File: src/rtl/core/cppt_pkg.sv
// Package for the convex polygon point test block.
// Holds the sequencer state type, the fixed result width and the control
// and status structs shared by the top level and the edge datapath.
package cppt_pkg;

  // Width of the reported twice-area field
  localparam int unsigned AREA_BITS = 34;

  // Item kinds carried on the mode field
  localparam logic MODE_LOAD  = 1'b0;
  localparam logic MODE_QUERY = 1'b1;

  // Sequencer states
  typedef enum logic [2:0] {
    ST_IDLE,
    ST_LOAD_MUL,
    ST_LOAD_ACC,
    ST_WALK,
    ST_DRAIN,
    ST_RESULT
  } state_e;

  // Controls from the sequencer to the edge datapath
  typedef struct packed {
    logic clr_part;  // start a new polygon: clear the shoelace sum
    logic load_mul;  // form the shoelace product of last and new vertex
    logic load_acc;  // add the registered product to the shoelace sum
    logic start;     // query start: seed previous vertex, clear triangle sum
    logic rd_valid;  // vertex read data valid this cycle
    logic rd_first;  // the read data is vertex 0 (closing edge)
  } edge_ctrl_t;

  // Status from the edge datapath
  typedef struct packed {
    logic                 busy;     // edge terms still in flight
    logic                 in_poly;  // triangle sum equals polygon twice-area
    logic [AREA_BITS-1:0] area;     // saturated absolute twice-area
  } edge_stat_t;

endpackage

File: src/rtl/core/cppt_edge_unit.sv
// Edge datapath of the convex polygon point test block: shoelace and
// triangle products, absolute values and sums. Depends on cppt_pkg.
module cppt_edge_unit #(
  parameter int COORD_BITS = 16,
  parameter int CNT_BITS   = 7
) (
  input  logic                         clk_i,
  input  logic                         rst_ni,
  input  cppt_pkg::edge_ctrl_t         ctrl_i,
  input  logic signed [COORD_BITS-1:0] p_x_i,
  input  logic signed [COORD_BITS-1:0] p_y_i,
  input  logic signed [COORD_BITS-1:0] last_x_i,
  input  logic signed [COORD_BITS-1:0] last_y_i,
  input  logic signed [COORD_BITS-1:0] rd_x_i,
  input  logic signed [COORD_BITS-1:0] rd_y_i,
  output cppt_pkg::edge_stat_t         stat_o
);

  localparam int DB = COORD_BITS + 1;      // sum or difference of two coordinates
  localparam int PB = 2 * DB;              // product of two of those
  localparam int SB = PB + CNT_BITS;       // sum over every edge
  localparam int AB = cppt_pkg::AREA_BITS;
  localparam int WB = (SB > AB) ? SB : AB + 1;

  logic signed [COORD_BITS-1:0] wprev_x_q, wprev_y_q;
  logic signed [COORD_BITS-1:0] cur_x, cur_y, prv_x, prv_y;
  logic signed [DB-1:0]         sh_a, sh_b, t1_a, t1_b, t2_a, t2_b;
  logic signed [PB-1:0]         sh_prod, m1_prod, m2_prod;
  logic signed [PB-1:0]         sh_q, m1_q, m2_q;
  logic signed [PB:0]           diff;
  logic signed [PB:0]           diff_abs;
  logic [PB-1:0]                abs_q;
  logic signed [SB-1:0]         part_q, sum_q, sum_abs;
  logic [SB-1:0]                tri_q, area_q;
  logic [WB-1:0]                area_ext;
  logic                         s1_v_q, s1_f_q, s2_v_q, s2_f_q;

  // Select operands: a load pairs the last vertex with the new one, a walk
  // pairs the previous stored vertex with the one just read
  assign cur_x = ctrl_i.load_mul ? p_x_i    : rd_x_i;
  assign cur_y = ctrl_i.load_mul ? p_y_i    : rd_y_i;
  assign prv_x = ctrl_i.load_mul ? last_x_i : wprev_x_q;
  assign prv_y = ctrl_i.load_mul ? last_y_i : wprev_y_q;

  assign sh_a = DB'(prv_x) + DB'(cur_x);
  assign sh_b = DB'(prv_y) - DB'(cur_y);
  assign t1_a = DB'(wprev_x_q) - DB'(p_x_i);
  assign t1_b = DB'(rd_y_i) - DB'(wprev_y_q);
  assign t2_a = DB'(wprev_x_q) - DB'(rd_x_i);
  assign t2_b = DB'(p_y_i) - DB'(wprev_y_q);

  assign sh_prod = PB'(sh_a) * PB'(sh_b);
  assign m1_prod = PB'(t1_a) * PB'(t1_b);
  assign m2_prod = PB'(t2_a) * PB'(t2_b);

  // Track the previous vertex of the walk
  always_ff @(posedge clk_i) begin
    if (ctrl_i.start) begin
      wprev_x_q <= last_x_i;
      wprev_y_q <= last_y_i;
    end else if (ctrl_i.rd_valid) begin
      wprev_x_q <= rd_x_i;
      wprev_y_q <= rd_y_i;
    end
  end

  // Stage 1: register the products
  always_ff @(posedge clk_i) begin
    sh_q <= sh_prod;
    m1_q <= m1_prod;
    m2_q <= m2_prod;
  end

  // Stage 2: triangle term magnitude, closing shoelace sum
  assign diff     = (PB + 1)'(m1_q) - (PB + 1)'(m2_q);
  assign diff_abs = diff[PB] ? -diff : diff;

  always_ff @(posedge clk_i) begin
    abs_q <= diff_abs[PB-1:0];
    if (s1_f_q) begin
      sum_q <= part_q + SB'(sh_q);
    end
  end

  // Stage 3: accumulate triangle terms, take the area magnitude
  assign sum_abs = sum_q[SB-1] ? -sum_q : sum_q;

  always_ff @(posedge clk_i) begin
    if (s2_f_q) begin
      area_q <= sum_abs;
    end
  end

  // Hold stage valid bits, the shoelace sum and the triangle sum
  always_ff @(posedge clk_i or negedge rst_ni) begin
    if (!rst_ni) begin
      s1_v_q <= 1'b0;
      s1_f_q <= 1'b0;
      s2_v_q <= 1'b0;
      s2_f_q <= 1'b0;
      part_q <= '0;
      tri_q  <= '0;
    end else begin
      s1_v_q <= ctrl_i.rd_valid;
      s1_f_q <= ctrl_i.rd_valid & ctrl_i.rd_first;
      s2_v_q <= s1_v_q;
      s2_f_q <= s1_f_q;
      if (ctrl_i.clr_part) begin
        part_q <= '0;
      end else if (ctrl_i.load_acc) begin
        part_q <= part_q + SB'(sh_q);
      end
      if (ctrl_i.start) begin
        tri_q <= '0;
      end else if (s2_v_q) begin
        tri_q <= tri_q + SB'(abs_q);
      end
    end
  end

  // Compare exactly, saturate the reported area
  assign area_ext = WB'(area_q);

  always_comb begin
    stat_o.busy    = s1_v_q | s2_v_q;
    stat_o.in_poly = (tri_q == area_q);
    if (area_ext > WB'({AB{1'b1}})) begin
      stat_o.area = {AB{1'b1}};
    end else begin
      stat_o.area = area_ext[AB-1:0];
    end
  end

endmodule

File: config.mk
export PLATFORM = sky130hd
export DESIGN_NAME = cppt_edge_unit
export DESIGN_NICKNAME = d
export VERILOG_FILES = /design/src/rtl/core/cppt_pkg.sv /design/src/rtl/core/cppt_edge_unit.sv
export SDC_FILE = /design/constraint.sdc
export NUM_CORES = 2
export LEC_CHECK = 0
export ABC_AREA = 0
export BUFFER_PORTS_ARGS = -buffer_cell sky130_fd_sc_hd__buf_4
export CAP_MARGIN = 20
export CORE_UTILIZATION = 50
export CTS_CLUSTER_DIAMETER = 30
export CTS_CLUSTER_SIZE = 24
export DETAILED_ROUTE_END_ITERATION = 12
export PLACE_DENSITY = 0.7
export SYNTH_ARGS = -nofsm -noshare
export SYNTH_HDL_FRONTEND = slang
export SYNTH_SLANG_ARGS = --single-unit
File: constraint.sdc
create_clock -name clk_i -period 21.8 [get_ports clk_i]
set_input_delay 1.09 -clock clk_i [delete_from_list [all_inputs] [get_ports clk_i]]
set_output_delay 1.09 -clock clk_i [all_outputs]
set_load 0.01 [all_outputs]
* Word level (Yosys, flattened, before mapping)
Cells that the tools add are included.
** Storage, ports and cells
- Flip-flop bits (word level) :: 336
- Memories kept :: 0
- Bits in writable memories :: 0
- Memory bits (read-only) :: 0
- Bits in latches :: 0
- Output and inout bits :: 36
- Logic and storage cells :: 51
- Bits of input ports :: 104
** Cells by class
- Muxes and demuxes :: 15
- Equal/unequal tests :: 1
- Order comparisons :: 1
- Reduce and logical (&&, ||, !) cells :: 3
- Bitwise logic cells :: 2
- $add $sub $neg :: 11
- $mul :: 3
- Shift-type cells :: 0
- Divide/modulo/power cells :: 0
** Operator list (count)
- 2-to-1 mux 41 bit :: 4
- 2-to-1 mux 16 bit :: 8
- multiplier 17 x 17 -> 34 bit :: 3
- subtractor 16 x 16 -> 17 bit :: 5
- adder 41 x 34 -> 41 bit :: 2
- 2-to-1 mux 34 bit :: 2
- == test 41 bit :: 1
- greater-than comparator 41 x 34 -> 1 bit, second input constant :: 1
- negation 41 bit :: 1
- 2-to-1 mux 40 bit :: 1
- subtractor 34 x 34 -> 35 bit :: 1
- negation 34 bit :: 1
- adder 16 x 16 -> 17 bit :: 1
- nonzero test 2 bit :: 3
- bitwise AND 1 bit :: 1
- bitwise OR 1 bit :: 1

* Depth between registers and ports, before layout
- Depth after elaboration :: 3
- Depth in mapped cells :: 40
- Gate-level depth less buffers :: 37

* Worst setup path before layout
OpenSTA, ideal clock, no wires.
- Kind :: input-to-reg
- Start :: input ctrl_i[4] (netlist bit)
- End :: register sh_q[27]
- Arrival :: 10.005 ns
- Required time :: 21.714 ns
- Path slack :: 11.709 ns
- Path buffers :: 3
- Stages :: 35
- Library setup time :: 0.086 ns
- Cell sequence :: clkbuf_1 -> clkbuf_1 -> mux2_2 -> ha_1 -> fa_1 -> a21o_1 -> a21oi_1 -> o21bai_1 -> a21oi_1 -> o21bai_1 -> a21oi_2 -> o21bai_1 -> a21oi_1 -> xnor2_1 -> clkbuf_1 -> nand2_1 -> fa_1 -> inv_1 -> fa_1 -> inv_1 -> fa_1 -> fa_1 -> inv_1 -> fa_1 -> fa_1 -> ha_1 -> a21boi_0 -> nor2_1 -> o2111a_1 -> o21ai_0 -> o2111ai_1 -> and2_1 -> or2_2 -> a41o_1 -> a211oi_1
** On the way
- Longest elaborated chain between the ends :: 3
- Elaborated cells between the ends (all ways) :: 7
- Classes of those cells :: add/sub: 2; mul: 1; mux: 4
** RTL lines
- from (decl) :: RTL line cppt_edge_unit.sv:9 : input cppt_pkg::edge_ctrl_t ctrl_i,
- 2-to-1 mux 16 bit (on tied branches)
- adder 16 x 16 -> 17 bit / subtractor 16 x 16 -> 17 bit (equally long branches) :: RTL line cppt_edge_unit.sv:45, cppt_edge_unit.sv:46
- multiplier 17 x 17 -> 34 bit * :: RTL line cppt_edge_unit.sv:52 : assign sh_prod = PB'(sh_a) * PB'(sh_b);
- via sh_prod[27] :: RTL line cppt_edge_unit.sv:28 : logic signed [PB-1:0] sh_prod, m1_prod, m2_prod;
- to (signal assigned) :: RTL line cppt_edge_unit.sv:69 : sh_q <= sh_prod;
- to (decl) :: RTL line cppt_edge_unit.sv:29 : logic signed [PB-1:0] sh_q, m1_q, m2_q;
The timed path passes the listed nets; every way through them passes the cells marked *.
A chain may end at the register's enable or synchronous reset.

* Worst setup path after layout
- Start :: input rd_x_i[0]
- End :: register m2_q[33]
** On the way
- Longest elaborated chain between the ends :: 2
** RTL lines
- from (decl) :: RTL line cppt_edge_unit.sv:14 : input logic signed [COORD_BITS-1:0] rd_x_i,
- subtractor 16 x 16 -> 17 bit :: RTL line cppt_edge_unit.sv:49 : assign t2_a = DB'(wprev_x_q) - DB'(rd_x_i);
- multiplier 17 x 17 -> 34 bit :: RTL line cppt_edge_unit.sv:54 : assign m2_prod = PB'(t2_a) * PB'(t2_b);
- via m2_prod[33] :: RTL line cppt_edge_unit.sv:28
- to (signal assigned) :: RTL line cppt_edge_unit.sv:71 : m2_q <= m2_prod;
- to (decl) :: RTL line cppt_edge_unit.sv:29
The timed path passes the listed nets, and every way through them passes these cells.

==> flow_summary.toml <==
[global_routing]
met3_usage_pct = 5.11
busiest_layer = "met2"
antenna_found_initial = 2
met2_usage_pct = 48.5
met1_usage_pct = 36.9
grt_pass1_vias = 46400
grt_overflow = 0
grt_usage_pct = 29.3
grt_max_degree = 72
grt_pass1_wl_mm = 255

[clocking]
cts_buffers = 84
clk_path_buf_depth = 3
holdBufCountCts = 0
cts_sinks = 336
htreeDepth = 3
cts_tree = "done"
ctsResizeCount = 0
root_buffer = "clkbuf_16"
clk_pin_slew_ps = 50
insertion_delay_ps = 660
post_cts_buffers = 0

[synth]
synth_top_area_share_pct = 32.4
synth_area_mm2 = 0.0556
synth_nets = 7637
synth_cells = 6175
syn_area_per_cell_um2 = 9.00
ys_warn_count = 0
async_flop_share_pct = 25.6
synthDistinctLibCells = 103
synthTopCellsByArea = "fa_1, ha_1, inv_1, edfxtp_1, dfxtp_1"
synth_edf_count = 114
synth_flop_cell = "dfxtp_1"
ys_seq_area_share_pct = 14.9
ys_ff_latch = 336
yosys.area.top_type = "fa_1"

[routing]
ant_nets = 0
route.detailed.drc = 0
via_per_inst = 5.62
wl_mm = 159
drt_iter0_markers = 3542
first_pass_iters = 6
vias = 44200
wl_per_cell_um = 20.2

[sta]
relSlewSlack_pct = 20.8
hold_viol_final = 0
drv_slew = 0
clock_skew_ps = 74.4
tightest_slew_ps = 1180
rsz0062_at_grt = "no"
fin_crit_ps = 10300
setup_tns_ps = 0
max_freq_mhz = 97.1
finalSetupViolations = 0
period_share_pct = 47.2

[setup_path]
worstSetupEndpointType = "register"
cpMaxStageDelayCell = "a21oi_1"
cp.required_ps = 22290
rrSetupSlack_ps = 11610
startpoint_type = "input pin"
rr_worst_depth = 36
cp_common_cell = "fa_1"
crit_type = "input pin to register"
max_stage_delay_ps = 890
worstPathArrival_ps = 10790
r2r_end = "m2_q[33]$_DFF_P_"
cp_max_fo = 12
r2r-start = "wprev_x_q[0]$_DFFE_PP_"

[layout]
layout-drive-gt1-share_pct = 8.56
nFillCells = 9717
multi_input_area_mm2 = 0.0425
fin_nets = 7781
seq_area_mm2 = 0.00830
diodes = 0
syn_to_final_growth_pct = 10.8
final_area_mm2 = 0.0616

[placed_design]
routabilityCongestion = 0.997
post-dp-hpwl_mm = 131
port_buffers = 139
placed_cell_area_mm2 = 0.0585

[floorplan]
die_area_mm2 = 0.112
die_h_um = 335
rows = 121
die_x_um = 335
start_util_pct = 50.8
pin_count = 140
fp.coreArea_mm2 = 0.109

[worst_hold_path]
min_path_type = "input pin to asynchronous set/reset pin"

[outcome]
status = "finished clean"

[job]
timing.max_cap.violations = 0
through the flow:
stage / instances / hold WS [ps] / util, % / setup WS [ps]
floorplan: 6175 / 346 / - / 11710
global placement: 7698 / 439 / 53.4 / 11110
detailed placement: 7702 / 455 / 53.4 / 11070
CTS: 7860 / 311 / 56.2 / 11720
global route: 7867 / 322 / 56.2 / 11000
finish: 7867 / 338 / 56.2 / 11500
worst max-delay path by stage:
stage / to / start
global route: sh_q[33]$_DFF_P_ / ctrl_i[4]
CTS: m2_q[33]$_DFF_P_ / rd_x_i[0]
detailed placement: m2_q[33]$_DFF_P_ / rd_x_i[0]
global placement: sh_q[27]$_DFF_P_ / ctrl_i[4]
finish: m2_q[33]$_DFF_P_ / rd_x_i[0]
floorplan: sh_q[27]$_DFF_P_ / ctrl_i[4]
cells in the mapped netlist, types with 11 or more instances:
library cell	count
o41ai_1	11
a21oi_1	202
mux2_2	38
and3_1	44
inv_1	1110
nor2b_1	83
o21ai_0	188
fa_1	899
dfrtp_1	86
xor2_1	125
xnor2_1	262
a211oi_1	29
nor4_1	23
or2_2	73
o21a_1	31
mux2i_1	73
buf_2	18
o21ai_1	15
clkbuf_1	147
a211o_1	13
o22ai_1	12
a21o_1	97
o211ai_1	23
nand4_1	21
nand2_1	627
a31oi_1	37
dfxtp_1	136
nor2_1	587
ha_1	459
nand2b_1	58
and2_1	99
edfxtp_1	114
o21bai_1	34
or3_1	28
o31ai_1	22
nor3_1	67
a21boi_0	17
nand3_1	78
sequential cells by signal (all words and copies together) (netlist names), 16 cells and up:
register / flops
abs_q: 34
area_ext: 41
m1_q: 34
m2_q: 34
part_q: 41
sh_q: 34
sum_q: 41
tri_q: 41
wprev_x_q: 16
wprev_y_q: 16
logic make-up (layout without fill, tap and decap cells):
logic type	count (synthesis)	in the layout	share of synthesized area, %
adders and majority gates	1358	1358	42.7
DFF	336	336	14.9
buffers and inverters	1285	1501	8.73
and+or+nand+nor	1849	1849	15.4
xor gates and xnor gates	387	387	6.10
AOI/OAI and AO/OA	849	849	10.0
muxes	111	111	2.09
critical path, delay by kind of cell:
| family | cells | cell delay [ps] |
|---|---|---|
| fa+ha+maj | 9 | 4010 |
| simple gates | 7 | 1340 |
| xor+xnor | 1 | 150 |
| buf+inv | 7 | 460 |
| compound gates | 12 | 3760 |
placed cells by master, fill, tap and decap left out, types with 124 or more instances in the layout:
cell and n:
a21oi_1 202, buf_4 230, dfxtp_1 136, fa_1 899, ha_1 459, inv_1 1110
nand2_1 627, nor2_1 586, o21ai_0 188, xnor2_1 259, xor2_1 124
final cells by class:
class / instances / area share, %
inverters: 1111 / 6.77
clock buffers: 103 / 3.76
repair buffers: 232 / 2.89
multi-input cells: 4554 / 69.0
well taps: 1476 / 3.00
flip-flops and latches: 336 / 13.5
clock inverters: 55 / 1.14
per-layer routing:
layer,vias up,wire (um)
met3,473,12400
met1,22000,62900
li1,20000,-
met5,-,13
met2,1764,74700
met4,2,8680
Power is left out: the tool's default activity adds up to more than one toggle a clock period on the data nets, which glitch-free logic cannot reach.
